File: src/design/addressable_led_serializer_defines.svh
// Assertion macros shared by the LED serializer modules.
`ifndef ADDRESSABLE_LED_SERIALIZER_DEFINES_SVH
`define ADDRESSABLE_LED_SERIALIZER_DEFINES_SVH

// Same-cycle implication, sampled on clk, off during reset.
`define LEDSER_ASSERT_NOW(name, ante, cons, msg) \
    name: assert property (@(posedge clk) disable iff (!rst_n) (ante) |-> (cons)) \
        else $error(msg);

// Next-cycle implication, sampled on clk, off during reset.
`define LEDSER_ASSERT_NXT(name, ante, cons, msg) \
    name: assert property (@(posedge clk) disable iff (!rst_n) (ante) |=> (cons)) \
        else $error(msg);

`endif

File: src/design/ledser_pkg.sv
// Types, codes and helpers shared by the LED serializer modules.
package ledser_pkg;

    localparam logic [1:0] CMD_WRITE   = 2'd0;
    localparam logic [1:0] CMD_REFRESH = 2'd1;
    localparam logic [1:0] CMD_BIT     = 2'd2;

    localparam logic [2:0] CFG_FRAME_PERIOD = 3'd0;
    localparam logic [2:0] CFG_SEND_PHASE   = 3'd1;
    localparam logic [2:0] CFG_LEAD_TICKS   = 3'd2;
    localparam logic [2:0] CFG_DATA_TICKS   = 3'd3;
    localparam logic [2:0] CFG_TAIL_TICKS   = 3'd4;

    localparam logic [7:0] RST_FRAME_PERIOD = 8'd60;
    localparam logic [7:0] RST_SEND_PHASE   = 8'd50;
    localparam logic [5:0] RST_LEAD_TICKS   = 6'd8;
    localparam logic [5:0] RST_DATA_TICKS   = 6'd12;
    localparam logic [5:0] RST_TAIL_TICKS   = 6'd2;

    localparam logic [1:0] PH_LEAD = 2'd0;
    localparam logic [1:0] PH_DATA = 2'd1;
    localparam logic [1:0] PH_TAIL = 2'd2;

    localparam logic [2:0] LAST_BIT  = 3'd7;
    localparam logic [1:0] LAST_BYTE = 2'd2;
    localparam logic [1:0] LAST_SLOT = 2'd2;

    typedef struct packed {
        logic [7:0] frame_period;
        logic [7:0] send_phase;
        logic [5:0] lead_ticks;
        logic [5:0] data_ticks;
        logic [5:0] tail_ticks;
    } cfg_t;

    typedef struct packed {
        logic [1:0] command;
        logic [7:0] value;
        logic [1:0] channel;
        logic [5:0] led_index;
    } item_t;

    typedef struct packed {
        logic refused;
        logic busy_res;
        logic line;
    } res_t;

    // Color slot sent at each byte position of an LED.
    function automatic logic [1:0] send_slot(input logic [1:0] pos);
        logic [1:0] slot;
        case (pos)
            2'd0:    slot = 2'd1;
            2'd1:    slot = 2'd0;
            default: slot = 2'd2;
        endcase
        return slot;
    endfunction

    // Ticks spent in a bit phase; a zero setting lasts one tick.
    function automatic logic [5:0] phase_len(input logic [1:0] ph, input cfg_t cfg);
        logic [5:0] n;
        case (ph)
            PH_LEAD: n = cfg.lead_ticks;
            PH_DATA: n = cfg.data_ticks;
            default: n = cfg.tail_ticks;
        endcase
        return (n == 6'd0) ? 6'd1 : n;
    endfunction

endpackage

File: src/design/ledser_store.sv
// Color byte memory: one write port, one registered read port.
module ledser_store #(
    parameter int DEPTH = 192,
    parameter int AW    = 8
) (
    input  logic          clk,
    input  logic          wr_en,
    input  logic [AW-1:0] wr_addr,
    input  logic [7:0]    wr_data,
    input  logic [AW-1:0] rd_addr,
    output logic [7:0]    rd_data
);

    logic [7:0] mem [DEPTH];
    logic [7:0] rd_data_reg;

    always_ff @(posedge clk)
    begin
        if (wr_en)
        begin
            mem[wr_addr] <= wr_data;
        end
        rd_data_reg <= mem[rd_addr];
    end

    assign rd_data = rd_data_reg;

endmodule

File: src/design/ledser_mod.sv
// Restoring remainder unit: dividend mod divisor, one bit per cycle.
module ledser_mod import ledser_pkg::*; (
    input  logic       clk,
    input  logic       rst_n,
    input  logic       start,
    input  logic [7:0] dividend,
    input  logic [7:0] divisor,
    output logic       busy,
    output logic       done,
    output logic [7:0] rem
);

    logic       busy_reg;
    logic       done_reg;
    logic [2:0] step_reg;
    logic [7:0] dq_reg;
    logic [7:0] rem_reg;
    logic [7:0] div_reg;
    logic [8:0] trial;
    logic       fits;
    logic [7:0] rem_step;

    assign trial    = {rem_reg, dq_reg[7]};
    assign fits     = trial >= {1'b0, div_reg};
    assign rem_step = fits ? 8'(trial - {1'b0, div_reg}) : trial[7:0];

    always_ff @(posedge clk or negedge rst_n)
    begin
        if (!rst_n)
        begin
            busy_reg <= 1'b0;
            done_reg <= 1'b0;
            step_reg <= 3'd0;
        end
        else if (start)
        begin
            busy_reg <= 1'b1;
            done_reg <= 1'b0;
            step_reg <= 3'd0;
        end
        else if (busy_reg)
        begin
            step_reg <= step_reg + 3'd1;
            if (step_reg == LAST_BIT)
            begin
                busy_reg <= 1'b0;
                done_reg <= 1'b1;
            end
        end
        else
        begin
            done_reg <= 1'b0;
        end
    end

    always_ff @(posedge clk)
    begin
        if (start)
        begin
            dq_reg  <= dividend;
            rem_reg <= 8'd0;
            div_reg <= divisor;
        end
        else if (busy_reg)
        begin
            dq_reg  <= {dq_reg[6:0], 1'b0};
            rem_reg <= rem_step;
        end
    end

    // Hold off items until the result has been loaded by the core.
    assign busy = busy_reg || done_reg;
    assign done = done_reg;
    assign rem  = rem_reg;

endmodule

File: src/design/ledser_core.sv
// Frame sequencer: refresh counter, bit timing and pixel fetch addressing.
`include "addressable_led_serializer_defines.svh"
module ledser_core import ledser_pkg::*; #(
    parameter int LED_COUNT = 64,
    parameter int LW        = 6,
    parameter int AW        = 8
) (
    input  logic          clk,
    input  logic          rst_n,
    input  logic          fire,
    input  item_t         item,
    input  cfg_t          cfg,
    input  logic          mod_busy,
    input  logic          mod_done,
    input  logic [7:0]    mod_rem,
    input  logic [7:0]    mem_rd_data,
    output logic          mem_wr_en,
    output logic [AW-1:0] mem_wr_addr,
    output logic [7:0]    mem_wr_data,
    output logic [AW-1:0] mem_rd_addr,
    output logic [7:0]    count,
    output res_t          res
);

    localparam int CW   = (AW > 8) ? AW : 8;
    localparam int CMPW = ($clog2(LED_COUNT + 1) > 6) ? $clog2(LED_COUNT + 1) : 6;

    logic [7:0]    count_reg, count_next;
    logic [7:0]    count_mod_reg, count_mod_next;
    logic          sending_reg, sending_next;
    logic [LW-1:0] led_pos_reg, led_pos_next;
    logic [1:0]    byte_pos_reg, byte_pos_next;
    logic [2:0]    bit_pos_reg, bit_pos_next;
    logic [1:0]    bit_phase_reg, bit_phase_next;
    logic [5:0]    phase_ticks_reg, phase_ticks_next;
    logic          line_reg, line_next;

    logic [7:0] cnt1;
    logic [7:0] mod1;
    logic [5:0] pt1;
    logic [5:0] len;
    logic       data_bit;
    logic       led_ok;
    logic [CW-1:0] wr_addr_wide;

    assign cnt1     = count_reg + 8'd1;
    assign mod1     = count_mod_reg + 8'd1;
    assign pt1      = phase_ticks_reg + 6'd1;
    assign len      = phase_len(bit_phase_reg, cfg);
    assign data_bit = mem_rd_data[LAST_BIT - bit_pos_reg];
    assign led_ok   = CMPW'(item.led_index) < CMPW'(LED_COUNT);

    assign wr_addr_wide = CW'(item.led_index) + CW'({item.led_index, 1'b0})
                          + CW'(item.channel);
    assign mem_wr_addr  = wr_addr_wide[AW-1:0];
    assign mem_wr_data  = item.value;
    // Fetch the byte for the position the sequencer moves to.
    assign mem_rd_addr  = AW'(led_pos_next) + AW'({led_pos_next, 1'b0})
                          + AW'(send_slot(byte_pos_next));

    always_comb
    begin
        count_next       = count_reg;
        count_mod_next   = mod_done ? mod_rem : count_mod_reg;
        sending_next     = sending_reg;
        led_pos_next     = led_pos_reg;
        byte_pos_next    = byte_pos_reg;
        bit_pos_next     = bit_pos_reg;
        bit_phase_next   = bit_phase_reg;
        phase_ticks_next = phase_ticks_reg;
        line_next        = line_reg;
        mem_wr_en        = 1'b0;
        res.refused      = 1'b0;

        if (fire)
        begin
            case (item.command)
                CMD_WRITE:
                begin
                    if (sending_reg)
                    begin
                        res.refused = 1'b1;
                    end
                    else if (led_ok && item.channel <= LAST_SLOT)
                    begin
                        mem_wr_en = 1'b1;
                    end
                end
                CMD_REFRESH:
                begin
                    if (!sending_reg)
                    begin
                        if (cnt1 == 8'd1)
                        begin
                            line_next = 1'b0;
                        end
                        if ({1'b0, cnt1} == ({1'b0, cfg.send_phase} + 9'd1))
                        begin
                            line_next = 1'b0;
                        end
                        if (cnt1 == cfg.send_phase)
                        begin
                            sending_next     = 1'b1;
                            led_pos_next     = '0;
                            byte_pos_next    = 2'd0;
                            bit_pos_next     = 3'd0;
                            bit_phase_next   = PH_LEAD;
                            phase_ticks_next = 6'd0;
                        end
                        // Remainder tracked separately so the raw count drives the compares.
                        if (cfg.frame_period == 8'd0)
                        begin
                            count_next = cnt1;
                        end
                        else if (cnt1 == 8'd0 || mod1 == cfg.frame_period)
                        begin
                            // A raw count wrapping past 255 also reduces to zero.
                            count_next = 8'd0;
                        end
                        else
                        begin
                            count_next = mod1;
                        end
                        count_mod_next = count_next;
                    end
                end
                CMD_BIT:
                begin
                    if (sending_reg)
                    begin
                        case (bit_phase_reg)
                            PH_LEAD: line_next = 1'b1;
                            PH_DATA: line_next = data_bit;
                            default: line_next = 1'b0;
                        endcase
                        if (pt1 < len)
                        begin
                            phase_ticks_next = pt1;
                        end
                        else
                        begin
                            phase_ticks_next = 6'd0;
                            if (bit_phase_reg < PH_TAIL)
                            begin
                                bit_phase_next = bit_phase_reg + 2'd1;
                            end
                            else
                            begin
                                bit_phase_next = PH_LEAD;
                                bit_pos_next   = bit_pos_reg + 3'd1;
                                if (bit_pos_reg == LAST_BIT)
                                begin
                                    byte_pos_next = byte_pos_reg + 2'd1;
                                    if (byte_pos_reg == LAST_BYTE)
                                    begin
                                        byte_pos_next = 2'd0;
                                        led_pos_next  = led_pos_reg + LW'(1);
                                        if (led_pos_reg == LW'(LED_COUNT - 1))
                                        begin
                                            led_pos_next = '0;
                                            sending_next = 1'b0;
                                            line_next    = 1'b0;
                                        end
                                    end
                                end
                            end
                        end
                    end
                end
                default:
                begin
                end
            endcase
        end

        res.line     = line_next;
        res.busy_res = sending_next;
    end

    always_ff @(posedge clk or negedge rst_n)
    begin
        if (!rst_n)
        begin
            count_reg       <= 8'd0;
            count_mod_reg   <= 8'd0;
            sending_reg     <= 1'b0;
            led_pos_reg     <= '0;
            byte_pos_reg    <= 2'd0;
            bit_pos_reg     <= 3'd0;
            bit_phase_reg   <= PH_LEAD;
            phase_ticks_reg <= 6'd0;
            line_reg        <= 1'b0;
        end
        else
        begin
            count_reg       <= count_next;
            count_mod_reg   <= count_mod_next;
            sending_reg     <= sending_next;
            led_pos_reg     <= led_pos_next;
            byte_pos_reg    <= byte_pos_next;
            bit_pos_reg     <= bit_pos_next;
            bit_phase_reg   <= bit_phase_next;
            phase_ticks_reg <= phase_ticks_next;
            line_reg        <= line_next;
        end
    end

    assign count = count_reg;

    `LEDSER_ASSERT_NOW(a_idle_home, !sending_reg,
        led_pos_reg == '0 && byte_pos_reg == 2'd0 && bit_pos_reg == 3'd0,
        "frame position not at start while idle")
    `LEDSER_ASSERT_NOW(a_end_low, $fell(sending_reg), !line_reg,
        "line not low after frame end")
    `LEDSER_ASSERT_NOW(a_mod_range, !mod_busy && cfg.frame_period != 8'd0,
        count_mod_reg < cfg.frame_period,
        "refresh remainder out of range")

endmodule

File: src/design/addressable_led_serializer.sv
// Addressable LED chain serializer top level: channels, config and result register.
//
// Items enter on s_tvalid/s_tready: s_tuser carries the command (pixel write,
// refresh tick, bit tick), s_tdata the LED index, color slot and byte. Each beat
// yields exactly one result beat on m_tvalid/m_tready with the line level, the
// frame-busy flag and the write-refused flag after that item.
// Configuration registers are written on cfg_valid/cfg_ready (always ready):
// 0 frame_period, 1 send_phase, 2 lead_ticks, 3 data_ticks, 4 tail_ticks.
// Each input beat goes through the input register, then the result register, to
// its result beat; one item is taken every cycle while the result side keeps up
// and no remainder is running. When m_tready is low the result register holds
// and the input register still takes one more beat; after that s_tready drops
// until the result moves. A nonzero frame_period write starts an 8-step remainder
// of the refresh count, one bit per cycle; s_tready stays low until it is loaded.
// Reset clears the counters, the frame state and the line (low) and loads the
// register defaults; the color store is not cleared and must be written before
// a frame reads it.
`include "addressable_led_serializer_defines.svh"
module addressable_led_serializer import ledser_pkg::*; #(
    parameter int LED_COUNT = 64
) (
    input  logic        clk,
    input  logic        rst_n,
    input  logic        s_tvalid,
    output logic        s_tready,
    input  logic [15:0] s_tdata,   // led_index[5:0], channel[7:6], value[15:8]
    input  logic [1:0]  s_tuser,   // command[1:0]
    output logic        m_tvalid,
    input  logic        m_tready,
    output logic [7:0]  m_tdata,   // line[0], busy_res[1], refused[2], zero[7:3]
    input  logic        cfg_valid,
    output logic        cfg_ready,
    input  logic [2:0]  cfg_index,
    input  logic [7:0]  cfg_data
);

    localparam int LW    = (LED_COUNT > 1) ? $clog2(LED_COUNT) : 1;
    localparam int DEPTH = LED_COUNT * 3;
    localparam int AW    = $clog2(DEPTH);

    cfg_t  cfg_reg;
    item_t item_reg;
    logic  in_valid_reg;
    logic  out_valid_reg;
    res_t  res_reg;
    res_t  res;

    logic          advance;
    logic          fire;
    logic          cfg_fire;
    logic          mod_start;
    logic          mod_busy;
    logic          mod_done;
    logic [7:0]    mod_rem;
    logic [7:0]    count;
    logic          mem_wr_en;
    logic [AW-1:0] mem_wr_addr;
    logic [7:0]    mem_wr_data;
    logic [AW-1:0] mem_rd_addr;
    logic [7:0]    mem_rd_data;

    assign advance   = !out_valid_reg || m_tready;
    assign fire      = in_valid_reg && advance;
    assign s_tready  = !mod_busy && (!in_valid_reg || advance);
    assign cfg_ready = 1'b1;
    assign cfg_fire  = cfg_valid && cfg_ready;
    assign mod_start = cfg_fire && cfg_index == CFG_FRAME_PERIOD && cfg_data != 8'd0;

    always_ff @(posedge clk or negedge rst_n)
    begin
        if (!rst_n)
        begin
            cfg_reg.frame_period <= RST_FRAME_PERIOD;
            cfg_reg.send_phase   <= RST_SEND_PHASE;
            cfg_reg.lead_ticks   <= RST_LEAD_TICKS;
            cfg_reg.data_ticks   <= RST_DATA_TICKS;
            cfg_reg.tail_ticks   <= RST_TAIL_TICKS;
        end
        else if (cfg_fire)
        begin
            case (cfg_index)
                CFG_FRAME_PERIOD: cfg_reg.frame_period <= cfg_data;
                CFG_SEND_PHASE:   cfg_reg.send_phase   <= cfg_data;
                CFG_LEAD_TICKS:   cfg_reg.lead_ticks   <= cfg_data[5:0];
                CFG_DATA_TICKS:   cfg_reg.data_ticks   <= cfg_data[5:0];
                CFG_TAIL_TICKS:   cfg_reg.tail_ticks   <= cfg_data[5:0];
                default:
                begin
                end
            endcase
        end
    end

    always_ff @(posedge clk or negedge rst_n)
    begin
        if (!rst_n)
        begin
            in_valid_reg  <= 1'b0;
            out_valid_reg <= 1'b0;
        end
        else
        begin
            if (s_tready)
            begin
                in_valid_reg <= s_tvalid;
            end
            else if (fire)
            begin
                // Drop a processed item while the input side is held off.
                in_valid_reg <= 1'b0;
            end
            if (advance)
            begin
                out_valid_reg <= in_valid_reg;
            end
        end
    end

    always_ff @(posedge clk)
    begin
        if (s_tvalid && s_tready)
        begin
            item_reg <= {s_tuser, s_tdata[15:8], s_tdata[7:6], s_tdata[5:0]};
        end
        if (fire)
        begin
            res_reg <= res;
        end
    end

    ledser_mod u_mod (
        .clk      (clk),
        .rst_n    (rst_n),
        .start    (mod_start),
        .dividend (count),
        .divisor  (cfg_data),
        .busy     (mod_busy),
        .done     (mod_done),
        .rem      (mod_rem)
    );

    ledser_store #(
        .DEPTH (DEPTH),
        .AW    (AW)
    ) u_store (
        .clk     (clk),
        .wr_en   (mem_wr_en),
        .wr_addr (mem_wr_addr),
        .wr_data (mem_wr_data),
        .rd_addr (mem_rd_addr),
        .rd_data (mem_rd_data)
    );

    ledser_core #(
        .LED_COUNT (LED_COUNT),
        .LW        (LW),
        .AW        (AW)
    ) u_core (
        .clk         (clk),
        .rst_n       (rst_n),
        .fire        (fire),
        .item        (item_reg),
        .cfg         (cfg_reg),
        .mod_busy    (mod_busy),
        .mod_done    (mod_done),
        .mod_rem     (mod_rem),
        .mem_rd_data (mem_rd_data),
        .mem_wr_en   (mem_wr_en),
        .mem_wr_addr (mem_wr_addr),
        .mem_wr_data (mem_wr_data),
        .mem_rd_addr (mem_rd_addr),
        .count       (count),
        .res         (res)
    );

    assign m_tvalid = out_valid_reg;
    assign m_tdata  = {5'd0, res_reg};

    `LEDSER_ASSERT_NXT(a_beat_to_result, fire, out_valid_reg,
        "processed beat produced no result")
    `LEDSER_ASSERT_NOW(a_refused_busy, out_valid_reg && res_reg.refused, res_reg.busy_res,
        "write refused outside a frame")

endmodule

File: config.mk
export PLATFORM = sky130hd
export DESIGN_NAME = addressable_led_serializer
export DESIGN_NICKNAME = d
export VERILOG_FILES = /design/src/design/ledser_pkg.sv /design/src/design/ledser_store.sv /design/src/design/ledser_mod.sv /design/src/design/ledser_core.sv /design/src/design/addressable_led_serializer.sv
export VERILOG_INCLUDE_DIRS = /design/src /design/src/design
export SDC_FILE = /design/constraint.sdc
export NUM_CORES = 2
export LEC_CHECK = 0
export ABC_AREA = 1
export BUFFER_PORTS_ARGS = -buffer_cell sky130_fd_sc_hd__buf_2
export CAP_MARGIN = 0
export CORE_UTILIZATION = 40
export DETAILED_ROUTE_END_ITERATION = 16
export PLACE_DENSITY = 0.55
export SYNTH_ARGS = -nofsm -noshare
export SYNTH_HDL_FRONTEND = slang
export SYNTH_HIERARCHICAL = 1
export SYNTH_SLANG_ARGS = --single-unit
export TNS_END_PERCENT = 5
File: constraint.sdc
create_clock -name clk -period 7.1 [get_ports clk]
set_clock_uncertainty 0.2 [all_clocks]
set_input_delay 1.065 -clock clk [delete_from_list [all_inputs] [get_ports clk]]
set_output_delay 1.065 -clock clk [all_outputs]
set_load 0.01 [all_outputs]
==> summary.md <==
| Metric | Value |
|---|---|
| Via-to-Cell Ratio | 5.43 |
| Delay-heaviest family, CP | simple AND/OR/NAND/NOR gates |
| Vias | 47200 |
| Number of global-route vias before repair | 44800 |
| Core area | 176000 um2 |
| Setup TNS | 0 ns |
| Status | finished, final reports clean |
| Ys Warns | 6 |
| Clk sinks | 1667 |
| Fin Hold WS | 0.219 ns |
| Setup Fix Bufs, Post-CTS | 0 |
| Share of post-route cells with drive strength above 1 | 0.0693 |
| CP startpoint kind | flop |
| Crit path top cell by count | nand3_1 |
| Worst-path clk slew | 0.07 ns |
| Synth Instances | 6290 |
| DR iter-0 viols | 5352 |
| First-pass GRT wire length | 303000 um |
| Setup-failing EPs final | 0 |
| Slew margin rel. | 0.137 |
| Syn Std Cell Area | 71000 um2 |
| Root Buffer | clkbuf_16 |
| Area share of the leading cell type in the synthesized netlist | 0.665 |
| Tcrit/Tclk final | 0.893 |
| HPWL Detailed | 118000 um |
| Yosys cell types | 59 |
| Post-placement cell area | 73100 um2 |
| Buffer and inverter count on the worst path | 6 |
| Antenna violations before repair | 4 |
| TritonCTS Buffers | 175 |
| Sequential fraction of the synthesis area | 0.698 |
| Critical-path top delay cell | inv_4 |
| First-pass iteration count of the detailed router | 8 |
| RePlAce Congestion | 0.844 |
| RSZ-0062 raised after global routing | no |
| Tot GR Track Use | 0.225 |
| Worst setup EP type | flop |
| Worst-path maximum fanout | 48 |
| Total wire length | 204000 um |
| FF+latch count, synth | 1667 |
| Worst Tran Pin Value | 1.29 ns |
| Worst stage delay on the critical path | 0.59 ns |
| Nets | 6301 |
| Largest net degree at the start of global routing | 190 |
| Area grow syn2layout | 10.7% |
| Port Buffers | 38 |
| Synth top area cells | edfxtp_1 (67%), nand2_1 (10%), nand3_1 (9.2%) |
| Routed Antenna Nets | 0 |
| Final core occ | 0.446 |
| Critical path class | flop to flop |
| Slew Viols, Final | 0 |
| Fin. Hold Viols | 0 |
| Cell taking the most area after synthesis | edfxtp_1 |
| Die span in y | 423 um |
| Max reg flops | 1536 |
| Grt total ovfl | 0 |
| Clk buf depth | 3 |
| Detailed-route DRC error count | 0 |
| Crit path time final | 6.34 ns |
| Max-Cap Viols | 0 |
| Die X | 423 um |
| PostCTS Resize Cnt | 0 |
| Max Fclk | 158 MHz |
| # fillers | 16200 |
| Row cnt | 154 |
| Routed len/inst | 23.5 um |
| WP data arrival | 6.86 ns |
| IO Pins | 45 |
| Hold crit path type | primary input to flop |
| CTS tree | done |
| Worst-Skew Late Latency | 0.83 ns |
| Avg Inst Size Synth | 11.3 um2 |
| Worst Path Required | 7.62 ns |
| Die area | 179000 um2 |
| Final instance area | 78600 um2 |
| Initial Util | 0.403 |
| H-tree levels | 4 |
[repair_timing]
item	CTS	global route
setup endpoints to repair	0	0
hold buffers	1	0
hold endpoints to repair	7	0
[cells by family after synthesis]
| family | synth area share |
|---|---|
| other | 0.000106 |
| DFF | 0.698 |
| and+or+nand+nor | 0.222 |
| xor gates and xnor gates | 0.00573 |
| buffers and inverters | 0.0399 |
| adders and majority gates | 0.00987 |
| AOI/OAI and AO/OA | 0.0243 |
[path summary, 6_finish.rpt]
check	depth (start not counted)	from	end	slack (ns)
setup / recovery	29	u_core/bit_phase_reg[1]	u_store/rd_data[0]	0.76
hold / removal	1	s_tuser[1]	item_reg[17]	0.22
setup reg to reg	29	u_core/bit_phase_reg[1]	u_store/rd_data[0]	0.76
hold reg to reg	2	cfg_reg[17]	cfg_reg[17]	0.27
max in group asynchronous	3	rst_n	u_core/led_pos_reg[0]	5.11
min in group asynchronous	2	rst_n	u_mod/step_reg[2]	0.40
[routing by layer]
layer	share of wire	wire (um)	vias up	global-route usage
met5	0.000064	13	-	0
met4	0.028	5710	2	0.0680
met3	0.074	15100	295	0.0454
met2	0.46	94000	1642	0.350
met1	0.44	89600	23400	0.318
li1	-	-	21800	-
[stage by stage]
stage	setup slack (ns)	std cells
global route	0.373	8691
CTS	0.758	8690
floorplan	2.09	6294
global placement	0.788	8376
detailed placement	0.779	8376
finish	0.760	8693
[layout make-up]
cell class	count	area, um2	area share
diodes	3	7.51	0.0000955
clock buffers	227	4590	0.0585
clock inverters	86	861	0.0110
inverters	169	678	0.00863
multi-input cells	4068	18700	0.238
flip-flops and latches	1667	49500	0.630
well taps	2340	2930	0.0373
repair buffers	133	1280	0.0163
[worst reg2reg max path, delay by kind of cell (launching register included)]
| family | cells | cell delay (ns) |
|---|---|---|
| compound gates | 2 | 0.49 |
| xor+xnor | 1 | 0.20 |
| fa+ha+maj | 4 | 1.39 |
| buf+inv | 6 | 1.51 |
| flops | 1 | 0.55 |
| simple gates | 16 | 1.90 |
[cells in the mapped netlist (all sizes together)]
cell and number:
edfxtp 1573, a22o 2, fa 5, o221ai 1, a2bb2oi 1, a2111oi 1
dfstp 11, conb 2, nand3b 5, a22oi 7, clkinv 1, nand3 1310
o211ai 1, nor4 3, buf 305, ha 48, o31ai 48, a21oi 181
dfrtp 67, nand4 43, or2 3, xnor2 14, a31oi 10, xor2 29
clkbuf 85, dfxtp 16, a211oi 10, o21ai 32, inv 168, o22ai 2
o21bai 3, nor3 11, and2 3, nor2 303, nand2 1986
[cell usage in the layout, fill, tap and decap left out, types with 9 or more instances in the layout]
master | Yosys | routed
inv_1 | 155 | 152
o21ai_0 | 18 | 18
buf_2 | 173 | 37
inv_2 | 10 | 9
dfstp_2 | 11 | 11
buf_4 | 74 | 65
nand2_2 | 12 | 13
nor2_1 | 296 | 295
clkbuf_1 | 85 | 50
clkinv_1 | 1 | 44
o21ai_1 | 10 | 10
dfxtp_1 | 16 | 16
a21oi_1 | 180 | 180
xnor2_1 | 13 | 11
xor2_1 | 26 | 25
ha_1 | 48 | 46
nand4_1 | 37 | 37
nand3_1 | 1303 | 1303
edfxtp_1 | 1573 | 1573
nand2_1 | 1968 | 1967
bufinv_16 | 0 | 11
nor3_1 | 9 | 9
a211oi_1 | 10 | 10
buf_12 | 0 | 30
clkinv_2 | 0 | 15
clkbuf_16 | 0 | 175
dfrtp_1 | 67 | 67
o31ai_1 | 48 | 48
a31oi_1 | 10 | 10
Power is left out: the tool's default activity adds up to more than one toggle a clock period on the data nets, which glitch-free logic cannot reach.
